## config.mk

```make
export PLATFORM = sky130hd
export DESIGN_NAME = psp_div_cell
export DESIGN_NICKNAME = d
export VERILOG_FILES = /design/src/hdl/psp_div_cell.sv
export SDC_FILE = /design/constraint.sdc
export NUM_CORES = 1
export LEC_CHECK = 0
export ABC_AREA = 1
export BUFFER_PORTS_ARGS = -buffer_cell sky130_fd_sc_hd__buf_2
export CORE_MARGIN = 5
export CORE_UTILIZATION = 45
export CTS_CLUSTER_DIAMETER = 60
export DETAILED_ROUTE_END_ITERATION = 10
export GPL_ROUTABILITY_DRIVEN = 0
export HOLD_SLACK_MARGIN = 0.03
export PLACE_DENSITY = 0.72
export REMOVE_ABC_BUFFERS = 1
export SETUP_SLACK_MARGIN = 0.02
export SLEW_MARGIN = 15
export SYNTH_ARGS = -nofsm -noshare
export SYNTH_HDL_FRONTEND = slang
export SYNTH_SLANG_ARGS = --single-unit
```

## constraint.sdc

```tcl
create_clock -name clk -period 4.2 [get_ports clk]
set_input_delay 0.21 -clock clk [delete_from_list [all_inputs] [get_ports clk]]
set_output_delay 0.21 -clock clk [all_outputs]
set_load 0.005 [all_outputs]
```

## src/hdl/psp_div_cell.sv

```systemverilog
// ---------------------------------------------------------------------------
// psp_div_cell
// One registered step of a restoring unsigned division.
// ---------------------------------------------------------------------------
module psp_div_cell #(
  parameter int NW = 33,
  parameter int DW = 17
) (
  input  logic          clk,
  input  logic          en,
  input  logic [DW-1:0] rem_i,
  input  logic [NW-1:0] nq_i,
  input  logic [DW-1:0] den_i,
  output logic [DW-1:0] rem_o,
  output logic [NW-1:0] nq_o,
  output logic [DW-1:0] den_o
);

  logic [DW:0] trial;
  logic [DW:0] diff;
  logic        fit;

  // The numerator shifts out at the top while quotient bits shift in below.
  assign trial = {rem_i, nq_i[NW-1]};
  assign fit   = (trial >= {1'b0, den_i});
  assign diff  = trial - {1'b0, den_i};

  always_ff @(posedge clk) begin
    if (en) begin
      rem_o <= fit ? diff[DW-1:0] : trial[DW-1:0];
      nq_o  <= {nq_i[NW-2:0], fit};
      den_o <= den_i;
    end
  end

endmodule

```

==> flow_summary.yaml <==
cts:
  path_clk_slew_ps: 70
  cts_tree: "yes"
  h-tree-depth: 3
  root_buffer: "clkbuf_8"
  postCtsSetupRepairBufs: 0
  cts.sinks: 67
  cts_buffer_depth: 2
  cts_buffers: 9
worst_hold_path:
  holdPathStages: 1
  hold_path_end: "nq_o[20]$_DFFE_PP_"
  hp-class: "in2reg"
  worstHoldStart: "nq_i[19]"
sta:
  timing.fmax_ghz: 0.447
  hold_viol: 0
  slew_headroom_pct: 45.7
  period_minus_slack_ps: 2230
  setup_violations: 0
  rsz0062_at_grt: "no"
  setup_tns_ps: 0
  worst_pin_slew_ps: 812
  slew_viol_final: 0
  period_share_pct: 53.2
synthesis:
  synth_compound_area_share_pct: 1.96
  ys_seq_area_share_pct: 55.3
  avgSynthCellArea_um2: 9.88
  syn_inst: 368
  synth_adder_area_share_pct: 6.40
  yosys-mux-area-fraction_pct: 0
  synth_cell_types: 26
  synth_area_um2: 3640
  yosys.area.top_type: "edfxtp_1"
  synth_xor_area_share_pct: 1.69
  synth_edf_count: 67
  synth_area_leaders: "edfxtp_1, nand2_1, inv_1, ha_1, nand3_1"
  synth_warnings: 0
  post-synth-top-count-cell: "nand2_1"
  async_flop_share_pct: 0
  synth_commonest_cells: "nand2_1, edfxtp_1, inv_1"
  synth-seq-cells: 67
  ys.flop_type: "edfxtp_1"
  synth-simple-area-share_pct: 26.3
  synth_top_area_share_pct: 55.3
  synth_top_family_by_area: "simple AND/OR/NAND/NOR gates"
floorplanning:
  pin_count: 136
  num_rows: 32
  core-area_um2: 7810
  die_h_um: 99.9
  start_util_pct: 46.6
  dieArea_um2: 9980
  die_w_um: 99.9
pwr:
  finalPower_uw: 1680
  power.density_nw_per_um2: 348
  p_leak_uw: 0.00246
  irDropWorstVdd_uv: 150
detailed_routing:
  final_antenna_net_count: 0
  routed_via_density: 4.67
  drt-pass1-iter-count: 5
  post_drt_wl_per_cell_um: 13.9
  wirelength_um: 8920
  drt_iter0_markers: 148
  vias: 3000
  drc_errors: 0
layout:
  nets: 623
  regArea_um2: 2010
  multi_input_area_um2: 1320
  final_util_pct: 61.9
  nFillCells: 651
  synthToLayoutAreaGrowth_pct: 32.9
  num_antenna_cells: 0
  final_layout_size_suffix_gt1_share_pct: 36.8
global_routing:
  grt.overflow.total: 0
  grt_antenna_before_repair: 0
  first_global_vias: 2933
  grt_max_degree: 38
  grt.total_usage_pct: 17.6
  grt_pass1_wl_um: 13800
status:
  status: "complete, no violations"
flow_run:
  maxCapViolCount: 0
worst_setup_path:
  startpoint: "rem_i[8]"
  crit_arrival_ps: 2330
  end_kind: "flop"
  critPathRequiredTime_ps: 4290
  worstPathMaxFanout: 18
  path_class: "in2reg"
  startpoint_type: "input pin"
placement:
  hpwl_um: 6660
  io_buffers: 135
metal layers:
metal	vias to the layer above	share of wire, %	GRT usage [%]
met4	0	1.0	6.09
li1	1519	-	-
met1	1360	41	21.6
met5	-	0	0
met3	7	7.8	4.52
met2	114	50	30.1
registers in the layout, summed over array words and instances, names as in the netlist:
name   flops
nq_o      33
den_o     17
rem_o     17
stage by stage:
step	setup slack [ps]	cell area, µm²	hold WS (ps)	cells
floorplan	2180	3590	309	364
global placement	1640	4400	387	602
detailed placement	1580	4400	389	602
CTS	1950	4760	30.4	636
global route	1790	4830	30.0	643
finish	1970	4830	55.4	643
worst max-delay path by stage:
stage                                      to  cells after the start
after floorplan           rem_o[13]$_DFFE_PP_                     10
after global placement     rem_o[9]$_DFFE_PP_                      8
after detailed placement  rem_o[14]$_DFFE_PP_                     10
after CTS                 rem_o[14]$_DFFE_PP_                     10
after global routing      rem_o[14]$_DFFE_PP_                     10
final                     rem_o[14]$_DFFE_PP_                     10
cell usage in the layout (no fill, tap or decap), drive strengths merged:
cell type    Yosys  final
nand3           33     33
clkbuf           0      9
nand2          136    136
xor2             7      7
nor2            13     13
clkinv           1      4
nand4            4      4
and2             1      1
clkinvlp         0      3
o21ai            1      1
inv             68     69
dlygate4sd3      0     25
buf              4    136
a21oi           11     11
edfxtp          67     67
nor3             4      4
fa               1      1
ha              17     17
layout make-up:
| cell class | count | area share (%) |
|---|---|---|
| Clock buffer | 9 | 2.56 |
| Timing Repair Buffer | 161 | 19.3 |
| Sequential cell | 67 | 41.6 |
| Inverter | 69 | 5.36 |
| Clock inverter | 7 | 1.11 |
| Multi-Input combinational cell | 228 | 27.4 |
| Tap cell | 102 | 2.64 |
cells by family (layout without fill, tap and decap cells):
family                   count (synthesis)  after routing
AND/OR/NAND/NOR                        191            191
buffers and inverters                   73            246
flip-flops                              67             67
adder cells (fa/ha/maj)                 18             18
AO/OA/AOI/OAI                           12             12
XOR/XNOR                                 7              7
critical path, cell delays in order:
cell and delay (ps):
buf_2 120, ha_1 360, nand2_2 150, nor2_2 70, nand2_2 80, nor2_2 50, nor3_4 620, nand2_4 410
nand2_1 190, nand2_1 60
power breakdown:
part	switching (µW)	internal [µW]	total [µW]
clock	254	216	471
combinational	218	162	380
sequential	15.3	813	828
total	487	1190	1680
repair_timing:
action,in CTS,in global routing
hold buffers,18,7
hold endpoints to repair,18,7
gates resized for setup,0,0
Power figures use the tool's default switching activity.
