==> config.mk <==
export PLATFORM = sky130hd
export DESIGN_NAME = psp_sqrt_cell
export DESIGN_NICKNAME = d
export VERILOG_FILES = /design/src/hdl/psp_sqrt_cell.sv
export SDC_FILE = /design/constraint.sdc
export NUM_CORES = 1
export LEC_CHECK = 0
export BUFFER_PORTS_ARGS = -buffer_cell sky130_fd_sc_hd__buf_2
export CAP_MARGIN = 20
export CORE_MARGIN = 2
export CORE_UTILIZATION = 25
export CTS_BUF_LIST = sky130_fd_sc_hd__clkbuf_2
export CTS_CLUSTER_DIAMETER = 100
export DETAILED_ROUTE_END_ITERATION = 12
export GPL_TIMING_DRIVEN = 0
export PLACE_DENSITY_LB_ADDON = 0.2
export SLEW_MARGIN = 20
export SYNTH_ARGS = -nofsm -noshare
export SYNTH_HDL_FRONTEND = slang
export SYNTH_SLANG_ARGS = --single-unit
==> constraint.sdc <==
create_clock -name clk -period 6.1 [get_ports clk]
set_clock_uncertainty 0.05 [all_clocks]
set_input_delay 1.22 -clock clk [delete_from_list [all_inputs] [get_ports clk]]
set_output_delay 1.22 -clock clk [all_outputs]
set_load 0.02 [all_outputs]
==> src/hdl/psp_sqrt_cell.sv <==
// ---------------------------------------------------------------------------
// psp_sqrt_cell
// One registered step of a digit-by-digit integer square root.
// ---------------------------------------------------------------------------
module psp_sqrt_cell #(
  parameter int LW = 17
) (
  input  logic              clk,
  input  logic              en,
  input  logic [2*LW-1:0]   rad_i,
  input  logic [LW:0]       rem_i,
  input  logic [LW-1:0]     root_i,
  output logic [2*LW-1:0]   rad_o,
  output logic [LW:0]       rem_o,
  output logic [LW-1:0]     root_o
);

  localparam int RW = 2 * LW;

  logic [LW+2:0] trial;
  logic [LW+2:0] tst;
  logic [LW+2:0] diff;
  logic          fit;

  // Bring down the next two radicand bits and try the digit one.
  assign trial = {rem_i, rad_i[RW-1 -: 2]};
  assign tst   = {1'b0, root_i, 2'b01};
  assign fit   = (trial >= tst);
  assign diff  = trial - tst;

  always_ff @(posedge clk) begin
    if (en) begin
      rad_o  <= {rad_i[RW-3:0], 2'b00};
      rem_o  <= fit ? diff[LW:0] : trial[LW:0];
      root_o <= {root_i[LW-2:0], fit};
    end
  end

endmodule

==> results of run 1 <==
where the power goes:
group	internal, mW	switching [mW]
Sequential	0.562	0.0100
Combinational	0.119	0.173
Clock	0.221	0.172
Total	0.902	0.354
worst max path at each step:
stage,from,endpoint,cells after the start
global placement,root_i[9],rem_o[13],12
CTS,root_i[3],rem_o[11],11
global route,root_i[15],rem_o[11],10
detailed placement,root_i[3],rem_o[12],11
finish,root_i[7],rem_o[11],11
floorplan,root_i[9],rem_o[11],11
cell families (layout without fill, tap and decap cells):
group | count (synthesis) | in the layout | share of synthesized area, %
flops | 67 | 67 | 61.5
xor+xnor | 12 | 12 | 3.21
other cells | 1 | 2 | 0.115
compound gates | 57 | 57 | 11.6
simple gates | 45 | 45 | 7.30
fa+ha+maj | 19 | 19 | 7.27
mux | 13 | 13 | 4.78
buf+inv | 28 | 182 | 4.24
area by class of cell:
type / count / area (um^2) / share of cell area, %
flip-flops and latches: 67 / 2010 / 45.8
clock inverters: 6 / 138 / 3.13
inverters: 22 / 82.6 / 1.88
repair buffers: 138 / 716 / 16.3
multi-input cells: 148 / 1120 / 25.6
well taps: 172 / 215 / 4.90
clock buffers: 10 / 50.0 / 1.14
plain buffers: 6 / 56.3 / 1.28
through the flow:
stage | cells | power (mW) | worst slack [ns]
final | 569 | 1.26 | 2.94
after global routing | 569 | 1.33 | 2.82
after CTS | 569 | 1.28 | 2.99
after detailed placement | 553 | 0.879 | 2.40
after global placement | 552 | 0.874 | 2.39
after floorplan | 243 | 0.772 | 2.73
Yosys cell counts, types with 2 or more instances:
master and number:
sky130_fd_sc_hd__nor2b_1 3, sky130_fd_sc_hd__nor3_1 5, sky130_fd_sc_hd__nand3_1 4, sky130_fd_sc_hd__a31oi_1 2, sky130_fd_sc_hd__xnor2_1 7, sky130_fd_sc_hd__inv_1 22
sky130_fd_sc_hd__a21oi_1 16, sky130_fd_sc_hd__o31ai_1 3, sky130_fd_sc_hd__o21a_1 4, sky130_fd_sc_hd__nor2_1 8, sky130_fd_sc_hd__nand2b_1 4, sky130_fd_sc_hd__a211oi_1 2
sky130_fd_sc_hd__o21ai_0 15, sky130_fd_sc_hd__mux2_2 9, sky130_fd_sc_hd__ha_1 19, sky130_fd_sc_hd__o211ai_1 4, sky130_fd_sc_hd__mux2_4 3, sky130_fd_sc_hd__a21o_1 3
sky130_fd_sc_hd__buf_4 2, sky130_fd_sc_hd__nand2_1 11, sky130_fd_sc_hd__edfxtp_1 67, sky130_fd_sc_hd__xor2_1 5
sequential cells by signal, summed over array words and instances (netlist names):
signal and count:
rad_o 32, rem_o 18, root_o 17
layer usage:
metal	global-route usage, %	vias to the layer above	share of wire [%]
met2	17.6	108	43
li1	-	1207	-
met3	3.52	9	7.8
met5	0	-	0
met4	5.28	0	1.6
met1	15.2	1130	48
worst max-delay path, delay by kind of cell:
| kind | cells | cell delay (ns) |
|---|---|---|
| AND/OR/NAND/NOR | 3 | 0.65 |
| buffers and inverters | 4 | 0.45 |
| adder cells (fa/ha/maj) | 1 | 0.41 |
| AO/OA/AOI/OAI | 2 | 0.35 |
| multiplexers | 1 | 0.29 |
==> metrics, run 1 <==
Routability Congestion=just over 0.7; headroom to the max-slew limit=61.9%; TritonCTS Buffers=9; unrepaired setup endpoints after global routing=false; most frequent cells in the layout=sky130_fd_sc_hd__buf_2, sky130_fd_sc_hd__edfxtp_1, sky130_fd_sc_hd__inv_1, sky130_fd_sc_hd__ha_1, sky130_fd_sc_hd__a21oi_1; Fillers=around 1300; CTS Root Buffer Type=sky130_fd_sc_hd__clkbuf_2; number of setup buffers added after CTS=0; die footprint=0.0140 mm^2; DR pass1 iterations=4; most frequently used flop master after synthesis=sky130_fd_sc_hd__edfxtp_1; ratio of cells with drive above 1 in the final layout=a little under half; Unique masters post-synth=46; number of flops mapped to enable cells by yosys=67; commonest non-fill, non-tap cell in the layout=sky130_fd_sc_hd__buf_2; Clk pin slew, worst setup/hold paths=around 0.20 ns; CP max-delay cell=sky130_fd_sc_hd__ha_1; I/O pin count=140; number of standard cells after synthesis=242; number of antenna violations at the first check in global routing=0; Core Area=approximately 0.013 mm^2; run status=finished clean; hold wc startpoint=rad_i[15]; signed area change from the synthesized netlist to the final layout=34.3%; leakage power of the design=1.94 nW; asr flop ratio synth=0%; overall fraction of global-route tracks in use=between 10% and 20%; number of vias in the routed layout=about 2500; Worst path max stage delay=roughly 0.4 ns; cells traversed along the worst timing path=buf_2, inv_1, ha_1, nand4_2, nor3_2, a41oi_1, o2111a_2, or2_1, buf_6, buf_12, mux2_4; worst min-delay path endpoint=rad_o[17]; placed wire-length estimate=between 6000 and 7000 um; cell area after placement=roughly 0.0042 mm^2; final design instance area without fill=approximately 0.0044 mm^2; number of rows created at floorplan=41; post_cts resized=0; vias per std cell=approximately 4.3; Max Cap Violations=0; Hold Worst Slack=0.808 ns; number of DRC violations after detailed routing=0; clock tree from TritonCTS=built; initial cell density of the core=25.7%; Least-Margin Pin Slew=approximately 0.57 ns; number of H-tree levels=3; hold path depth=1; number of synthesized register bits=between 60 and 70; top area cells in the synthesized netlist=sky130_fd_sc_hd__edfxtp_1, sky130_fd_sc_hd__ha_1, sky130_fd_sc_hd__mux2_2; number of antenna-violating nets in the routed design=0; initial detailed-routing violation count=146; number of buffers inserted by port buffering=~140; maximum clock frequency=317 MHz; mean area per synthesized cell=about 14 um^2; class of the tightest hold or removal check=in -> reg; worst-path maximum fanout=10; setup TNS after final layout=0 ns; largest net degree at the start of global routing=52; leading area contributor after synthesis=sky130_fd_sc_hd__edfxtp_1; number of global-route vias before repair=~2400; critical path launch point type=primary input; # diodes=0; fin crit share=between 50% and 60%; Post-CTS Hold Buffers=0; Yosys top cell area share=roughly three fifths; detailed-route wire length per cell=between 10 and 15 um; Final setup violation count=0; ratio of total power to cell area=around 290 mW/mm^2; overall overflow remaining after global route=0; sequential fraction of the synthesis area=61.5%; CP Capture Type=register; Peak VDD IR=between 90 and 100 uV; Ys Warns=0; Tmin final=approximately 3.2 ns; Layout Nets=482; first-pass GRT wire length=roughly 13000 um; clock tree sinks=67; number of hold violations in the final report=0; final core occ=roughly a third; required time of the critical path=around 6.3 ns; WS Path Type=in -> reg; final wirelength=around 8000 um; Max Slew Vio Count=0; Clock Tree Buf Depth=2; crit path DAT=roughly 3.4 ns; Die X=118 um; summed instance area of the synthesized netlist=0.00327 mm^2; y dimension of the die=approximately 120 um
(Power assumes the default switching activity.)
==> inputs of run 2 (changes only) <==
- ABC_AREA: unset -> 1
- clock period: 6.1 -> 2.5 ns (I/O delays scaled with it)
==> run 2 against run 1 <==
Against the previous run:
- non-clock buffer count is 1 lower
- clock-buffer cell count stayed put
- via count is 13% higher
- critical path type unchanged
==> metrics, run 2 <==
number of antenna violations at the first check in global routing=0 (unchanged); Post-CTS Hold Buffers=0 (unchanged); setup TNS after final layout=0 ns (unchanged); Layout Nets=591 (+23%); Clk pin slew, worst setup/hold paths=0.23 ns (+0.03 ns); final worst-path setup slack=0.679 ns (-2.26 ns); initial cell density of the core=25.7% (about the same); y dimension of the die=121 um (+2.4%); final wirelength=8850 um (+11%); clock tree from TritonCTS=built; Core Area=0.0133 mm^2 (+4.9%); asr flop ratio synth=0% (unchanged); most frequent cells in the layout=sky130_fd_sc_hd__buf_2, sky130_fd_sc_hd__nand2_1, sky130_fd_sc_hd__edfxtp_1, sky130_fd_sc_hd__inv_1, sky130_fd_sc_hd__nor2_1; class of the tightest hold or removal check=in -> reg; Biggest register=rad_o; initial detailed-routing violation count=127 (-13%); ratio of total power to cell area=666 mW/mm^2 (+130%); most frequent cells after synthesis=sky130_fd_sc_hd__nand2_1, sky130_fd_sc_hd__edfxtp_1, sky130_fd_sc_hd__inv_1, sky130_fd_sc_hd__nor2_1, sky130_fd_sc_hd__ha_1; number of setup buffers added after CTS=0 (unchanged); clock tree sinks=67 (unchanged); summed instance area of the synthesized netlist=0.00343 mm^2 (+4.9%); Storage cell area=0.00201 mm^2 (unchanged); # diodes=0 (unchanged); most frequently used flop master after synthesis=sky130_fd_sc_hd__edfxtp_1; detailed-route wire length per cell=13.0 um (-7.7%); DR pass1 iterations=5 (+1); WS Path Type=in -> reg; vias per std cell=4.08 (-5.3%); Regs by FF count=rad_o x32, rem_o x18, root_o x17; leakage power of the design=2.27 nW (+17%); Hold Worst Slack=0.0978 ns (-0.710 ns); Clock Tree Buf Depth=2 (unchanged); flip-flop count of the largest register after layout=32 (unchanged); CTS Root Buffer Type=sky130_fd_sc_hd__clkbuf_2; unrepaired setup endpoints after global routing=false; number of hold violations in the final report=0 (unchanged); Routability Congestion=0.847 (+17%); largest net degree at the start of global routing=43 (-17%); cell area after placement=0.00437 mm^2 (+3.8%); number of H-tree levels=3 (unchanged); Fillers=1413 (+6.6%); number of antenna-violating nets in the routed design=0 (unchanged); number of vias in the routed layout=2785 (+13%); number of buffers inserted by port buffering=137 (unchanged); number of flops mapped to enable cells by yosys=67 (unchanged); required time of the critical path=2.72 ns (-3.60 ns); number of DRC violations after detailed routing=0 (unchanged); ratio of cells with drive above 1 in the final layout=33.2% (-12 points); sequential fraction of the synthesis area=58.6% (-2.9 points); area of the multi-input gates=0.00117 mm^2 (+4.1%); final design instance area without fill=0.00455 mm^2 (+3.6%); Unique masters post-synth=24 (-48%); die footprint=0.0147 mm^2 (+4.8%); overall overflow remaining after global route=0 (unchanged); top area cells in the synthesized netlist=sky130_fd_sc_hd__edfxtp_1, sky130_fd_sc_hd__nand2_1, sky130_fd_sc_hd__ha_1; worst-path maximum fanout=10 (unchanged); Tmin final=about 1.8 ns; number of synthesized register bits=67 (unchanged); Max Slew Vio Count=0 (unchanged); I/O pin count=140 (unchanged); commonest non-fill, non-tap cell in the layout=sky130_fd_sc_hd__buf_2; Yosys top cell area share=58.6% (-2.9 points); Final setup violation count=0 (unchanged); overall fraction of global-route tracks in use=12.1% (+0.49 points); placed wire-length estimate=6950 um (+14%); CP Capture Type=register; Ys Warns=0 (unchanged); pre-CTS setup slack=0.128 ns (-2.27 ns); number of rows created at floorplan=42 (+2.4%); Die X=121 um (+2.4%); run status=finished clean; post_cts resized=0 (unchanged); final core occ=34.1% (-0.43 points); crit path DAT=2.04 ns (-1.33 ns); Max Cap Violations=0 (unchanged); critical path launch point type=primary input; maximum clock frequency=around 550 MHz; most used standard cell by instance count after synthesis=sky130_fd_sc_hd__nand2_1; signed area change from the synthesized netlist to the final layout=32.6%; Peak VDD IR=250 uV (+150%); mean area per synthesized cell=9.78 um^2 (-28%); leading area contributor after synthesis=sky130_fd_sc_hd__edfxtp_1; number of global-route vias before repair=2783 (+14%); number of standard cells after synthesis=351 (+45%); fin crit share=around 73%; TritonCTS Buffers=9 (unchanged); first-pass GRT wire length=13700 um (+8.4%)
-- run 2: cells by family (layout without fill, tap and decap cells) --
group,count (synthesis),in the layout,synth area share [%]
DFF,67,67,58.6
buffers and inverters,60,214,7.40
xor gates and xnor gates,10,10,2.77
adders and majority gates,19,19,6.92
other,1,2,0.109
AOI/OAI and AO/OA,20,20,2.99
and+or+nand+nor,174,174,21.2
-- run 2: metal layers --
| metal | track usage [%] | vias to the layer above | wire (um) |
|---|---|---|---|
| met5 | 0 | - | 0 |
| met4 | 4.17 | 0 | 137 |
| met3 | 4.09 | 10 | 758 |
| met2 | 19.7 | 113 | 3870 |
| met1 | 15.0 | 1230 | 4080 |
| li1 | - | 1432 | - |
-- run 2: power by group --
part	internal, mW	switching, mW	leakage [nW]
Sequential	1.37	0.0244	0.655
Combinational	0.243	0.445	1.51
Clock	0.539	0.415	0.106
-- run 2: path summary, 6_finish.rpt --
| check | startpoint | endpoint | depth (start not counted) |
|---|---|---|---|
| min | root_i[10] | root_o[11] | 1 |
| max | root_i[9] | rem_o[8] | 13 |
-- run 2: final cells by class --
| class | instances | area share (%) |
|---|---|---|
| Timing Repair Buffer | 138 | 15.6 |
| Inverter | 55 | 4.59 |
| Clock inverter | 6 | 3.02 |
| Tap cell | 176 | 4.84 |
| Clock buffer | 10 | 1.10 |
| Multi-Input combinational cell | 225 | 25.7 |
| Sequential cell | 67 | 44.2 |
| Buffer | 5 | 0.989 |
-- run 2: worst max-delay path: stages --
cell,delay (ns)
sky130_fd_sc_hd__buf_2,0.09
sky130_fd_sc_hd__inv_1,0.04
sky130_fd_sc_hd__ha_1,0.35
sky130_fd_sc_hd__nand2_1,0.11
sky130_fd_sc_hd__nor2_1,0.20
sky130_fd_sc_hd__nand3_1,0.11
sky130_fd_sc_hd__o21ai_1,0.13
sky130_fd_sc_hd__nor2_1,0.08
sky130_fd_sc_hd__nand2_4,0.09
sky130_fd_sc_hd__inv_4,0.07
sky130_fd_sc_hd__buf_6,0.15
sky130_fd_sc_hd__nand2_1,0.06
sky130_fd_sc_hd__nand2_1,0.06
-- run 2: per-stage QoR --
step	power, mW	cells
4_1_cts	3.09	682
5_1_grt	3.22	682
3_5_place_dp	2.11	666
3_3_place_gp	2.11	665
2_1_floorplan	1.85	352
6_report	3.03	682
==> inputs of run 3 (changes only) <==
- clock period: 2.5 -> 1.5 ns (I/O delays scaled with it)
==> run 3 against run 2 <==
Against the previous run:
- power rose by 71%
- sequential share of layout area down 9.2 points
- worst setup slack got worse by 0.67 ns
- clock power grew 32%
- die area unchanged
- clock-buffer cell count unchanged
- largest cell class unchanged
- hold slack worse by 0.033 ns
==> metrics, run 3 (synthesis gave the netlist of run 2 again) <==
initial detailed-routing violation count=144 (+13%); Routability Congestion=0.806 (-4.8%); unrepaired setup endpoints after global routing=true; crit path DAT=1.14 ns (-0.90 ns); number of hold violations in the final report=0 (unchanged); class of the tightest hold or removal check=in -> reg; fin cells=745 (+9.2%); number of H-tree levels=3 (unchanged); number of vias in the routed layout=3003 (+7.8%); number of DRC violations after detailed routing=0 (unchanged); Fillers=1291 (-8.6%); leakage power of the design=2.61 nW (+15%); Die X=121 um (unchanged); number of antenna violations at the first check in global routing=2 (+2); ratio of total power to cell area=901 mW/mm^2 (+35%); Max Cap Violations=0 (unchanged); number of global-route vias before repair=3050 (+9.6%); flip-flop count of the largest register after layout=32 (unchanged); Storage cell area=0.00201 mm^2 (unchanged); Top Family by Delay on Critical Path=flip-flops; Clock Tree Buf Depth=2 (unchanged); signed area change from the synthesized netlist to the final layout=67.3%; Worst path max stage delay=0.46 ns (+0.11 ns); clock tree sinks=67 (unchanged); placed insts=666 (unchanged); setup TNS after final layout=0 ns (unchanged); Core Area=0.0133 mm^2 (unchanged); fin crit share=between 90% and 100%; DR pass1 iterations=4 (-1); die footprint=0.0147 mm^2 (unchanged); TritonCTS Buffers=9 (unchanged); Tmin final=1.49 ns; required time of the critical path=1.15 ns (-1.57 ns); cells traversed along the worst timing path=buf_6; largest net degree at the start of global routing=48 (+12%); initial cell density of the core=25.7% (unchanged); Max Slew Vio Count=0 (unchanged); overall fraction of global-route tracks in use=13.0% (+0.84 points); number of buffer and inverter instances along the worst setup path=1 (-3); Biggest register=rad_o; number of buffers inserted by port buffering=137 (unchanged); CP Capture Type=output pin; Peak VDD IR=402 uV (+61%); final worst-path setup slack=0.00879 ns (-0.670 ns); ratio of cells with drive above 1 in the final layout=39.1% (+5.9 points); pre-CTS setup slack=-0.601 ns (-0.728 ns); vias per std cell=4.03 (-1.3%); commonest non-fill, non-tap cell in the layout=sky130_fd_sc_hd__nand2_1; I/O pin count=140 (unchanged); first-pass GRT wire length=14600 um (+7.1%); final wirelength=9540 um (+7.8%); Hold Worst Slack=0.0652 ns (-0.0326 ns); most frequent cells in the layout=sky130_fd_sc_hd__nand2_1, sky130_fd_sc_hd__buf_2, sky130_fd_sc_hd__edfxtp_1, sky130_fd_sc_hd__dlygate4sd3_1, sky130_fd_sc_hd__buf_6; CTS Root Buffer Type=sky130_fd_sc_hd__clkbuf_2; detailed-route wire length per cell=12.8 um (-1.3%); Regs by FF count=rad_o x32, rem_o x18, root_o x17; Clk pin slew, worst setup/hold paths=0.23 ns (about the same); CP max-delay cell=sky130_fd_sc_hd__edfxtp_1; number of rows created at floorplan=42 (unchanged); Final setup violation count=0 (unchanged); critical path launch point type=register; run status=finished clean; y dimension of the die=121 um (unchanged); WS Path Type=reg -> out; area of the multi-input gates=0.00144 mm^2 (+23%); maximum clock frequency=between 600 and 700 MHz; placed wire-length estimate=6950 um (about the same); overall overflow remaining after global route=0 (unchanged); worst-path maximum fanout=1 (-9); Layout Nets=653 (+10%); clock tree from TritonCTS=built; number of antenna-violating nets in the routed design=0 (unchanged)
[run 3: cell types whose count changed in the layout (fill, tap and decap cells not counted), sizes merged]
cell,before,now
dlygate4sd3,0,60
diode,0,1
clkinvlp,0,1
clkinv,2,3
bufinv,4,2
buf,143,145
[run 3: metrics by stage]
step	power [mW]	util (%)	cell area, um^2
3_5_place_dp	3.66	35.0	4670
6_report	5.18	43.0	5750
3_3_place_gp	3.65	34.8	4650
4_1_cts	5.12	40.8	5440
5_1_grt	5.51	43.0	5750
2_1_floorplan	3.18	-	3740
[run 3: where the power goes]
group,switching [mW],internal (mW),leakage (nW)
clock,0.699,0.561,0.0821
combinational,0.814,0.747,1.87
sequential,0.0733,2.28,0.655
total,1.59,3.59,2.61
[run 3: layout make-up]
class                   count  share of cell area (%)
flip-flops and latches     67                    35.0
well taps                 176                    3.83
plain buffers               4                   0.588
clock buffers              10                   0.871
inverters                  55                    4.29
repair buffers            201                    28.7
multi-input cells         225                    25.1
clock inverters             6                    1.57
diodes                      1                  0.0436
[run 3: path summary, 6_finish.rpt]
kind	start	to	cells after the start
min	rem_i[9]	rem_o[11]	3
max	rem_o[1]	rem_o[1]	1
[run 3: metal layers]
metal,vias up,part of all wire (%),global-route usage [%]
met1,1307,47,16.7
met2,123,44,20.7
met5,-,0.14,0
met4,2,1.0,4.31
met3,12,7.3,3.95
li1,1559,-,-
[run 3: worst min-delay path: stages]
cell                      delay [ns]
sky130_fd_sc_hd__buf_2          0.11
sky130_fd_sc_hd__nand2_1        0.05
sky130_fd_sc_hd__nand2_1        0.06
[run 3: timing repair]
item | CTS | global route
setup endpoints to repair | 21 | 78
resized for setup | 14 | 93
buffers inserted | 0 | 3
pin swaps | 0 | 1
hold buffers | 59 | 1
hold endpoints to repair | 59 | 1
cloned | 0 | 0
